===== src/rtl/core/assert_macros.svh =====
// Assertion helpers used by the RTL.
`ifndef ASSERT_MACROS_SVH
`define ASSERT_MACROS_SVH

// Same-cycle implication, checked on the rising clock edge outside reset.
`define ASSERT_IMP(label, clk, rst_n, ante, cons, msg) \
	label: assert property (@(posedge clk) disable iff (!(rst_n)) (ante) |-> (cons)) \
		else $error(msg);

// Next-cycle implication.
`define ASSERT_NXT(label, clk, rst_n, ante, cons, msg) \
	label: assert property (@(posedge clk) disable iff (!(rst_n)) (ante) |=> (cons)) \
		else $error(msg);

`endif


===== src/rtl/core/sha_pkg.sv =====
`timescale 1ns / 1ps

package sha_pkg;

	localparam int unsigned HASH_WORDS  = 8;
	localparam int unsigned ROUNDS      = 64;
	localparam int unsigned BLOCK_BYTES = 64;
	localparam int unsigned LEN_START   = 56;   // first byte of the length field
	localparam int unsigned RND_W       = $clog2(ROUNDS);
	localparam int unsigned FILL_W      = $clog2(BLOCK_BYTES);
	localparam int unsigned IDX_W       = $clog2(HASH_WORDS);

	localparam logic [7:0]  PAD_BYTE   = 8'h80;
	localparam logic [63:0] BLOCK_BITS = 64'd512;

	localparam logic [31:0] H_INIT [HASH_WORDS] = '{
		32'h6a09e667, 32'hbb67ae85, 32'h3c6ef372, 32'ha54ff53a,
		32'h510e527f, 32'h9b05688c, 32'h1f83d9ab, 32'h5be0cd19
	};

	localparam logic [31:0] K_ROUND [ROUNDS] = '{
		32'h428a2f98, 32'h71374491, 32'hb5c0fbcf, 32'he9b5dba5,
		32'h3956c25b, 32'h59f111f1, 32'h923f82a4, 32'hab1c5ed5,
		32'hd807aa98, 32'h12835b01, 32'h243185be, 32'h550c7dc3,
		32'h72be5d74, 32'h80deb1fe, 32'h9bdc06a7, 32'hc19bf174,
		32'he49b69c1, 32'hefbe4786, 32'h0fc19dc6, 32'h240ca1cc,
		32'h2de92c6f, 32'h4a7484aa, 32'h5cb0a9dc, 32'h76f988da,
		32'h983e5152, 32'ha831c66d, 32'hb00327c8, 32'hbf597fc7,
		32'hc6e00bf3, 32'hd5a79147, 32'h06ca6351, 32'h14292967,
		32'h27b70a85, 32'h2e1b2138, 32'h4d2c6dfc, 32'h53380d13,
		32'h650a7354, 32'h766a0abb, 32'h81c2c92e, 32'h92722c85,
		32'ha2bfe8a1, 32'ha81a664b, 32'hc24b8b70, 32'hc76c51a3,
		32'hd192e819, 32'hd6990624, 32'hf40e3585, 32'h106aa070,
		32'h19a4c116, 32'h1e376c08, 32'h2748774c, 32'h34b0bcb5,
		32'h391c0cb3, 32'h4ed8aa4a, 32'h5b9cca4f, 32'h682e6ff3,
		32'h748f82ee, 32'h78a5636f, 32'h84c87814, 32'h8cc70208,
		32'h90befffa, 32'ha4506ceb, 32'hbef9a3f7, 32'hc67178f2
	};

	typedef logic [31:0] word_t;

	function automatic word_t rotr(input word_t v, input int unsigned n);
		return (v >> n) | (v << (32 - n));
	endfunction

	function automatic word_t big_sigma0(input word_t x);
		return rotr(x, 2) ^ rotr(x, 13) ^ rotr(x, 22);
	endfunction

	function automatic word_t big_sigma1(input word_t x);
		return rotr(x, 6) ^ rotr(x, 11) ^ rotr(x, 25);
	endfunction

	function automatic word_t small_sigma0(input word_t x);
		return rotr(x, 7) ^ rotr(x, 18) ^ (x >> 3);
	endfunction

	function automatic word_t small_sigma1(input word_t x);
		return rotr(x, 17) ^ rotr(x, 19) ^ (x >> 10);
	endfunction

endpackage


===== src/rtl/core/sha256_stream_hasher.sv =====
`timescale 1ns / 1ps
// Channel   Handshake                   Payload
// item      item_valid / item_stall     mode, data_byte
// digest    digest_valid / digest_stall digest_word, word_index, last_word
//
// A data byte is taken while the block is idle; the byte that completes a block
// also runs 64 rounds through the single round unit plus one chaining update.
// A finish item shifts in one pad byte per cycle up to the block end, then
// the rounds and update for each padded block (one or two), then eight digest words.
// Reset clears all control state and loads the initial hash values.
// item_stall is high whenever the block is busy; digest_stall holds the word.

`include "assert_macros.svh"

module sha256_stream_hasher (
	input  logic        clk,
	input  logic        arst_n,
	input  logic        item_valid,
	output logic        item_stall,
	input  logic        mode,
	input  logic [7:0]  data_byte,
	output logic        digest_valid,
	input  logic        digest_stall,
	output logic [31:0] digest_word,
	output logic [2:0]  word_index,
	output logic        last_word
);

	typedef enum logic [4:0] {
		ST_IDLE   = 5'b00001,
		ST_PAD    = 5'b00010,
		ST_ROUND  = 5'b00100,
		ST_UPDATE = 5'b01000,
		ST_EMIT   = 5'b10000
	} state_t;

	localparam int unsigned NW = sha_pkg::HASH_WORDS;

	state_t state_q, ret_q;
	logic [sha_pkg::FILL_W-1:0] fill_q;
	logic [sha_pkg::RND_W-1:0]  rnd_q;
	logic [sha_pkg::IDX_W-1:0]  idx_q;
	logic [63:0]  bits_q;
	logic         first_q;
	logic         len_blk_q;
	logic [511:0] win_q;
	sha_pkg::word_t chain_q [NW];
	sha_pkg::word_t wv_q [NW];

	logic           accept;
	logic           fill_last;
	logic [7:0]     pad_byte;
	sha_pkg::word_t sched_new;
	sha_pkg::word_t t1;
	sha_pkg::word_t t2;

	assign item_stall   = (state_q != ST_IDLE);
	assign accept       = item_valid && !item_stall;
	assign fill_last    = (fill_q == sha_pkg::FILL_W'(sha_pkg::BLOCK_BYTES - 1));
	assign digest_valid = (state_q == ST_EMIT);
	assign digest_word  = chain_q[idx_q];
	assign word_index   = idx_q;
	assign last_word    = (idx_q == sha_pkg::IDX_W'(NW - 1));

	// pad byte: 0x80 first, then zeros, length big-endian in the last eight bytes
	always_comb begin
		if (first_q) begin
			pad_byte = sha_pkg::PAD_BYTE;
		end else if (len_blk_q && (fill_q >= sha_pkg::FILL_W'(sha_pkg::LEN_START))) begin
			pad_byte = bits_q[{3'd7 - fill_q[2:0], 3'b000} +: 8];
		end else begin
			pad_byte = 8'h00;
		end
	end

	// message schedule: window word 0 is w[t], word i is w[t+i]
	assign sched_new = sha_pkg::small_sigma1(win_q[63:32]) + win_q[223:192]
		+ sha_pkg::small_sigma0(win_q[479:448]) + win_q[511:480];

	// shared round unit
	assign t1 = wv_q[7] + sha_pkg::big_sigma1(wv_q[4])
		+ ((wv_q[4] & wv_q[5]) ^ (~wv_q[4] & wv_q[6]))
		+ sha_pkg::K_ROUND[rnd_q] + win_q[511:480];
	assign t2 = sha_pkg::big_sigma0(wv_q[0])
		+ ((wv_q[0] & wv_q[1]) ^ (wv_q[0] & wv_q[2]) ^ (wv_q[1] & wv_q[2]));

	// sequencer and control state
	always_ff @(posedge clk or negedge arst_n) begin
		if (!arst_n) begin
			state_q   <= ST_IDLE;
			ret_q     <= ST_IDLE;
			fill_q    <= '0;
			rnd_q     <= '0;
			idx_q     <= '0;
			bits_q    <= '0;
			first_q   <= 1'b0;
			len_blk_q <= 1'b0;
			chain_q   <= sha_pkg::H_INIT;
		end else begin
			unique case (state_q)
				ST_IDLE: begin
					if (accept && !mode) begin
						if (fill_last) begin
							fill_q  <= '0;
							bits_q  <= bits_q + sha_pkg::BLOCK_BITS;
							ret_q   <= ST_IDLE;
							state_q <= ST_ROUND;
						end else begin
							fill_q <= fill_q + 1'b1;
						end
					end else if (accept) begin
						bits_q    <= bits_q + {{(61 - sha_pkg::FILL_W){1'b0}}, fill_q, 3'b000};
						first_q   <= 1'b1;
						len_blk_q <= (fill_q < sha_pkg::FILL_W'(sha_pkg::LEN_START));
						state_q   <= ST_PAD;
					end
				end
				ST_PAD: begin
					first_q <= 1'b0;
					if (fill_last) begin
						fill_q    <= '0;
						ret_q     <= len_blk_q ? ST_EMIT : ST_PAD;
						len_blk_q <= 1'b1;
						state_q   <= ST_ROUND;
					end else begin
						fill_q <= fill_q + 1'b1;
					end
				end
				ST_ROUND: begin
					rnd_q <= rnd_q + 1'b1;
					if (rnd_q == sha_pkg::RND_W'(sha_pkg::ROUNDS - 1)) begin
						state_q <= ST_UPDATE;
					end
				end
				ST_UPDATE: begin
					for (int i = 0; i < NW; i++) begin
						chain_q[i] <= chain_q[i] + wv_q[i];
					end
					state_q <= ret_q;
				end
				ST_EMIT: begin
					if (!digest_stall) begin
						if (last_word) begin
							idx_q   <= '0;
							chain_q <= sha_pkg::H_INIT;
							fill_q  <= '0;
							bits_q  <= '0;
							state_q <= ST_IDLE;
						end else begin
							idx_q <= idx_q + 1'b1;
						end
					end
				end
				default: begin
					state_q <= ST_IDLE;
				end
			endcase
		end
	end

	// block window and working variables
	always_ff @(posedge clk) begin
		if ((accept && !mode) || (state_q == ST_PAD)) begin
			win_q <= {win_q[503:0], (state_q == ST_PAD) ? pad_byte : data_byte};
		end else if (state_q == ST_ROUND) begin
			win_q <= {win_q[479:0], sched_new};
		end
		if (state_q == ST_ROUND) begin
			wv_q <= '{t1 + t2, wv_q[0], wv_q[1], wv_q[2], wv_q[3] + t1,
				wv_q[4], wv_q[5], wv_q[6]};
		end else begin
			wv_q <= chain_q;
		end
	end

	`ASSERT_IMP(a_busy_when_emit, clk, arst_n, digest_valid, item_stall, "digest while ready")
	`ASSERT_IMP(a_rnd_idle, clk, arst_n, state_q != ST_ROUND, rnd_q == '0, "round count stray")
	`ASSERT_NXT(a_round_end, clk, arst_n,
		(state_q == ST_ROUND) && (rnd_q == sha_pkg::RND_W'(sha_pkg::ROUNDS - 1)),
		state_q == ST_UPDATE, "compression did not end after last round")
	`ASSERT_NXT(a_reinit, clk, arst_n, digest_valid && !digest_stall && last_word,
		(state_q == ST_IDLE) && (fill_q == '0) && (bits_q == '0) && (idx_q == '0),
		"message state not cleared after digest")

endmodule


===== config.mk =====
export PLATFORM = sky130hd
export DESIGN_NAME = sha256_stream_hasher
export DESIGN_NICKNAME = d
export VERILOG_FILES = /design/src/rtl/core/sha_pkg.sv /design/src/rtl/core/sha256_stream_hasher.sv
export VERILOG_INCLUDE_DIRS = /design/src /design/src/rtl/core
export SDC_FILE = /design/constraint.sdc
export NUM_CORES = 2
export LEC_CHECK = 0
export BUFFER_PORTS_ARGS = -buffer_cell sky130_fd_sc_hd__buf_2
export CAP_MARGIN = 0
export CORE_MARGIN = 5
export CORE_UTILIZATION = 55
export DETAILED_ROUTE_END_ITERATION = 8
export PLACE_DENSITY = 0.71
export REMOVE_ABC_BUFFERS = 1
export SLEW_MARGIN = 25
export SYNTH_ARGS = -nofsm -noshare
export SYNTH_HDL_FRONTEND = slang
export SYNTH_SLANG_ARGS = --single-unit

===== constraint.sdc =====
create_clock -name clk -period 34.9 [get_ports clk]
set_input_delay 5.235 -clock clk [delete_from_list [all_inputs] [get_ports clk]]
set_output_delay 5.235 -clock clk [all_outputs]
set_load 0.01 [all_outputs]

* Word level (Yosys, flattened, before mapping)
Memories as Yosys holds them, arrays and structs flattened.
Index checks and enable logic that the tools add are counted.
** Storage, ports and cells
- Bits in registers :: 1115
- ROM bits :: 2048
- Input port bits :: 13
- Output and inout bits :: 38
- Logic and storage cells :: 168
- Memories kept :: 1
** Operators by class
- $add $sub $neg :: 24
- $lt $le $gt $ge :: 4
- Equality and inequality tests :: 19
- Shifts and indexed selects :: 1
- Mux-type cells :: 45
- Bitwise logic cells :: 30
- Reductions and logical operators :: 19
** Memories
- (no name shown) :: words 64, bits a word 32, rd ports 1, clocked after Yosys merged registers in 0, write ports 0, RTL line sha256_stream_hasher.sv:83 : + sha_pkg::K_ROUND[rnd_q] + win_q[511:480];
** Operators by type and width (number)
- $mux 512 :: 2
- $mux 256 :: 3
- $add 32x32->32 :: 18
- $pmux 256 s2 :: 1
- $mux 64 :: 5
- $xor 32x32->32 :: 9
- $and 32x32->32 :: 5
- $mux 32 :: 4
- $pmux 64 s2 :: 1
- $bmux 32 s3 :: 1
- $add 64x10->64 const B :: 1
- $add 64x9->64 :: 1
- $shiftx 64x7->8 :: 1
- $mux 5 :: 10
- $not 32->32 :: 1
- $or 10x32->32 :: 1
- $or 13x32->32 :: 1
- $or 14x32->32 :: 1
- $or 15x32->32 :: 1
- $or 19x32->32 :: 1
- $or 21x32->32 :: 1
- $or 25x32->32 :: 1
- $or 26x32->32 :: 1
- $or 30x32->32 :: 1
- other kinds (41) :: 70

* Longest topological paths before layout
- Word-level depth :: 9
- Mapped depth :: 37
- Mapped depth without buffers :: 37

* Worst setup path after synthesis
OpenSTA, ideal clock, no wires.
- Kind :: in2reg
- From :: input item_valid
- To :: register win_q[0], enable pin
- Arrival :: 15.030 ns
- Data required time :: 31.268 ns
- Setup slack :: 16.237 ns
- Stages :: 8
- Path buffers :: 4
- Cell sequence :: nand4b_1 or2_2 clkbuf_1 and2_1 clkbuf_1 clkbuf_1 clkbuf_1 nand2_1
** Between the ends
- Cells in the longest elaborated chain, start to end :: 4
** RTL lines
- start: declaration :: RTL line sha256_stream_hasher.sv:18 : input logic item_valid,
- $logic_and 1x1->1 :: RTL line sha256_stream_hasher.sv:58 : assign accept = item_valid && !item_stall;
- $logic_and 1x1->1 :: RTL line sha256_stream_hasher.sv:163 : if ((accept && !mode) || (state_q == ST_PAD)) begin
- $logic_or 1x1->1 :: RTL line sha256_stream_hasher.sv:163
- $reduce_bool 2->1 (no source line)
- end signal: assignment :: RTL line sha256_stream_hasher.sv:164 : win_q <= {win_q[503:0], (state_q == ST_PAD) ? pad_byte : data_byte};
- end signal: assignment :: RTL line sha256_stream_hasher.sv:166 : win_q <= {win_q[479:0], sched_new};
- end: declaration :: RTL line sha256_stream_hasher.sv:46 : logic [511:0] win_q;
Every way passes these cells.
A chain may end at the register's enable or synchronous reset.

* Final worst setup path
- From :: register rnd_q[1] (netlist bit)
- To :: register wv_q[254] (netlist bit)
** Between the ends
- Cells in the longest elaborated chain, start to end :: 8
** RTL lines
- start: declaration :: RTL line sha256_stream_hasher.sv:41 : logic [sha_pkg::RND_W-1:0] rnd_q;
- start signal: assignment :: RTL line sha256_stream_hasher.sv:130 : rnd_q <= rnd_q + 1'b1;
- $not 6->7 (not written as such) :: RTL line sha256_stream_hasher.sv:83
- $mem_v2 64x32
- $mux 32 (not written as such) (2 in series) :: RTL line sha256_stream_hasher.sv:83
- $add 32x32->32 (2 in series) :: RTL line sha256_stream_hasher.sv:83
- $add 32x32->32 :: RTL line sha256_stream_hasher.sv:169 : wv_q <= '{t1 + t2, wv_q[0], wv_q[1], wv_q[2], wv_q[3] + t1,
- $mux 256 :: RTL line sha256_stream_hasher.sv:168 : if (state_q == ST_ROUND) begin
- end signal: assignment :: RTL line sha256_stream_hasher.sv:169
- end signal: assignment :: RTL line sha256_stream_hasher.sv:172 : wv_q <= chain_q;
- end: declaration :: RTL line sha256_stream_hasher.sv:48 : sha_pkg::word_t wv_q [NW];
Every way passes these cells. The select of a mux whose other input is x is not followed.

==> out/results.ini <==
[clocking]
cts.sinks = 1110
cts_buffers = 120
clock-root-buffer = clkbuf_16
clkLatencyLatePin_ns = 0.78
hold_buffers = 0
cts_tree = yes
clockBufferDepth = 3
cts.htree.levels = 3
cts_setup_buffers = 0
cts.clk_slew.worst_paths_ns = 0.06
cts_resized = 0

[synthesis]
synth_area_leader_cell = edfxtp_1
synth_area_leaders = edfxtp_1 21%, nand2_1 11%, dfxtp_1 6.9%, dfrtp_1 6.9%, ha_1 6.8%
synth_edf_count = 512
netlist_area_um2 = 74000
synth_seq_area_share_pct = 39.5
yosysUniqueCellTypes = 89
async_flop_share_pct = 30.8
synthFlopType = edfxtp_1
syn_area_per_cell_um2 = 8.83
synth_warnings = 0
synth_top_area_share_pct = 20.8
syn_inst = 8380
ys_seq_elements = 1110

[sta]
finalSetupViolations = 0
worst_slew_pin_slew_ns = 1.18
fin_skew_ns = 0.0527
rsz0062_at_grt = no
fmax_ghz = 0.0990
finalMaxSlewViolations = 0
worst_hold_slack_ns = 0.433
hold_violations = 0
post-route-min-period_ns = 10.10
max_slew_margin_pct = 20.9
fin_crit_sh_pct = 28.9
tns_ns = 0

[final_layout]
drive_gt1_share_pct = 7.69
synthToLayoutAreaGrowth_pct = 7.17
nFillCells = 11500
fin_nets = 8770

[die]
dieWidth_um = 377
dieArea_um2 = 142000
die-height_um = 377
rows = 134
ios = 51
core_um2 = 134000
start_util_pct = 55.4

[detailed_routing]
vias_per_cell = 6.03
drc = 0
drt_wl_total_um = 223000
first_iter_violations = 6141
drt-wirelength-per-cell_um = 22.2
postRouteAntennaNets = 0
vias = 60400
firstDrtPassIters = 6

[global_routing]
antenna_found_initial = 5
gr-max-usage-layer = met2
grt.overflow.total = 0
grt_pass1_wl_um = 340000
grt_pass1_vias = 58000
grt_util_met3_pct = 5.13
grt_max_degree = 232
grtUsageMet2_pct = 49.5
grt_usage_pct = 30.7
grtUsageMet1_pct = 41.7

[place]
port-buffer-count = 50
dp_hpwl_um = 161000
place.gp.congestion = 0.972

[critical_path]
critical-path-slowest-cell = dfrtp_1
cpPeakStageDelay_ns = 0.87
crit_buf_inv = 4
crit_type = reg -> reg
crit_family = compound AO/OA/AOI/OAI gates
cp_data_arrival_time_ns = 10.71
cp-end-kind = flip-flop
path_max_fanout = 18
crit_top_cell = inv_1
r2r_slack_ns = 24.80
critPathRequiredTime_ns = 35.51
start_kind = flip-flop

[run_status]
status = completed

[run]
cap_viol_max_count = 0

[min_path]
hp-class = reg -> reg

==> layout make-up <==
cell class                      count  area [um2]  area share, %
Multi-Input combinational cell   6303       41200           51.9
Sequential cell                  1110       29200           36.9
Clock buffer                      183        3480           4.39
Tap cell                         1768        2210           2.79
Inverter                          508        1910           2.40
Timing Repair Buffer              111         787          0.992
Clock inverter                     41         467          0.589
Antenna cell                        2        5.00        0.00631
==> layer usage <==
| metal | vias to the layer above | routed length [um] |
|---|---|---|
| met5 | - | 27 |
| met4 | 4 | 10300 |
| met3 | 539 | 18000 |
| met2 | 2454 | 102000 |
| met1 | 29400 | 92200 |
| li1 | 28000 | - |
==> placed cells by master, fill, tap and decap left out, types with 83 or more instances in the layout <==
master	instances
xor2_1	304
clkbuf_16	123
ha_1	405
mux4_2	83
nor2_1	356
dfrtp_1	198
nand3_1	163
nor3_1	124
fa_1	198
nand2_1	2211
a21oi_1	418
xnor2_1	320
dfstp_2	138
dfxtp_1	256
inv_1	506
edfxtp_1	512
a21o_1	208
o21ai_0	631
==> state kept, by name (all words and copies together) (netlist names) <==
signal      count
ret_q           3
bits_q         61
rnd_q           6
first_q         1
fill_q          6
chain_q       256
win_q         512
wv_q          256
len_blk_q       1
state_q         5
word_index      3
==> cells by family (layout without fill, tap and decap cells) <==
kind of cell	after synthesis	in the layout	synth area share (%)
AND/OR/NAND/NOR	3189	3189	17.9
AO/OA/AOI/OAI	1709	1709	14.1
flip-flops	1110	1110	39.5
buffers and inverters	967	843	4.93
XOR/XNOR	624	624	7.39
adder cells (fa/ha/maj)	606	606	12.2
multiplexers	175	175	3.89
other	0	2	0
==> worst paths after layout <==
check / from / endpoint / depth (start not counted)
min reg2reg: wv_q[32]$_DFF_P_ / wv_q[0]$_DFF_P_ / 2
min in group asynchronous: arst_n / chain_q[218]$_DFFE_PN0P_ / 1
max in group asynchronous: arst_n / word_index[1]$_DFFE_PN0P_ / 2
max reg2reg: rnd_q[1]$_DFFE_PN0P_ / wv_q[254]$_DFF_P_ / 31
max: rnd_q[1]$_DFFE_PN0P_ / wv_q[254]$_DFF_P_ / 31
min: wv_q[32]$_DFF_P_ / wv_q[0]$_DFF_P_ / 2
==> through the flow <==
| step | instance area [um2] | instances | setup slack, ns | utilization [%] |
|---|---|---|---|---|
| after global routing | 79300 | 10000 | 24.34 | 59.3 |
| final | 79300 | 10000 | 24.80 | 59.3 |
| after detailed placement | 75300 | 9800 | 24.72 | 56.4 |
| after CTS | 79300 | 10000 | 25.04 | 59.3 |
| after global placement | 75300 | 9800 | 24.90 | 56.4 |
| after floorplan | 72300 | 7921 | -2.69 | - |
==> cells in the mapped netlist, drive strengths merged, types with 204 or more instances <==
library cell  count
dfrtp           204
o21ai           634
xnor2           320
inv             506
nand2          2214
xor2            304
ha              405
nor2            358
clkbuf          414
a21oi           418
edfxtp          512
dfxtp           256
a21o            208
==> tightest hold or removal path: stages, from the launching register on <==
cell     delay (ns)
dfxtp_1        0.32
nand2_1        0.06
nand2_1        0.04
Power is left out: the tool's default activity adds up to more than one toggle a clock period on the data nets, which glitch-free logic cannot reach.
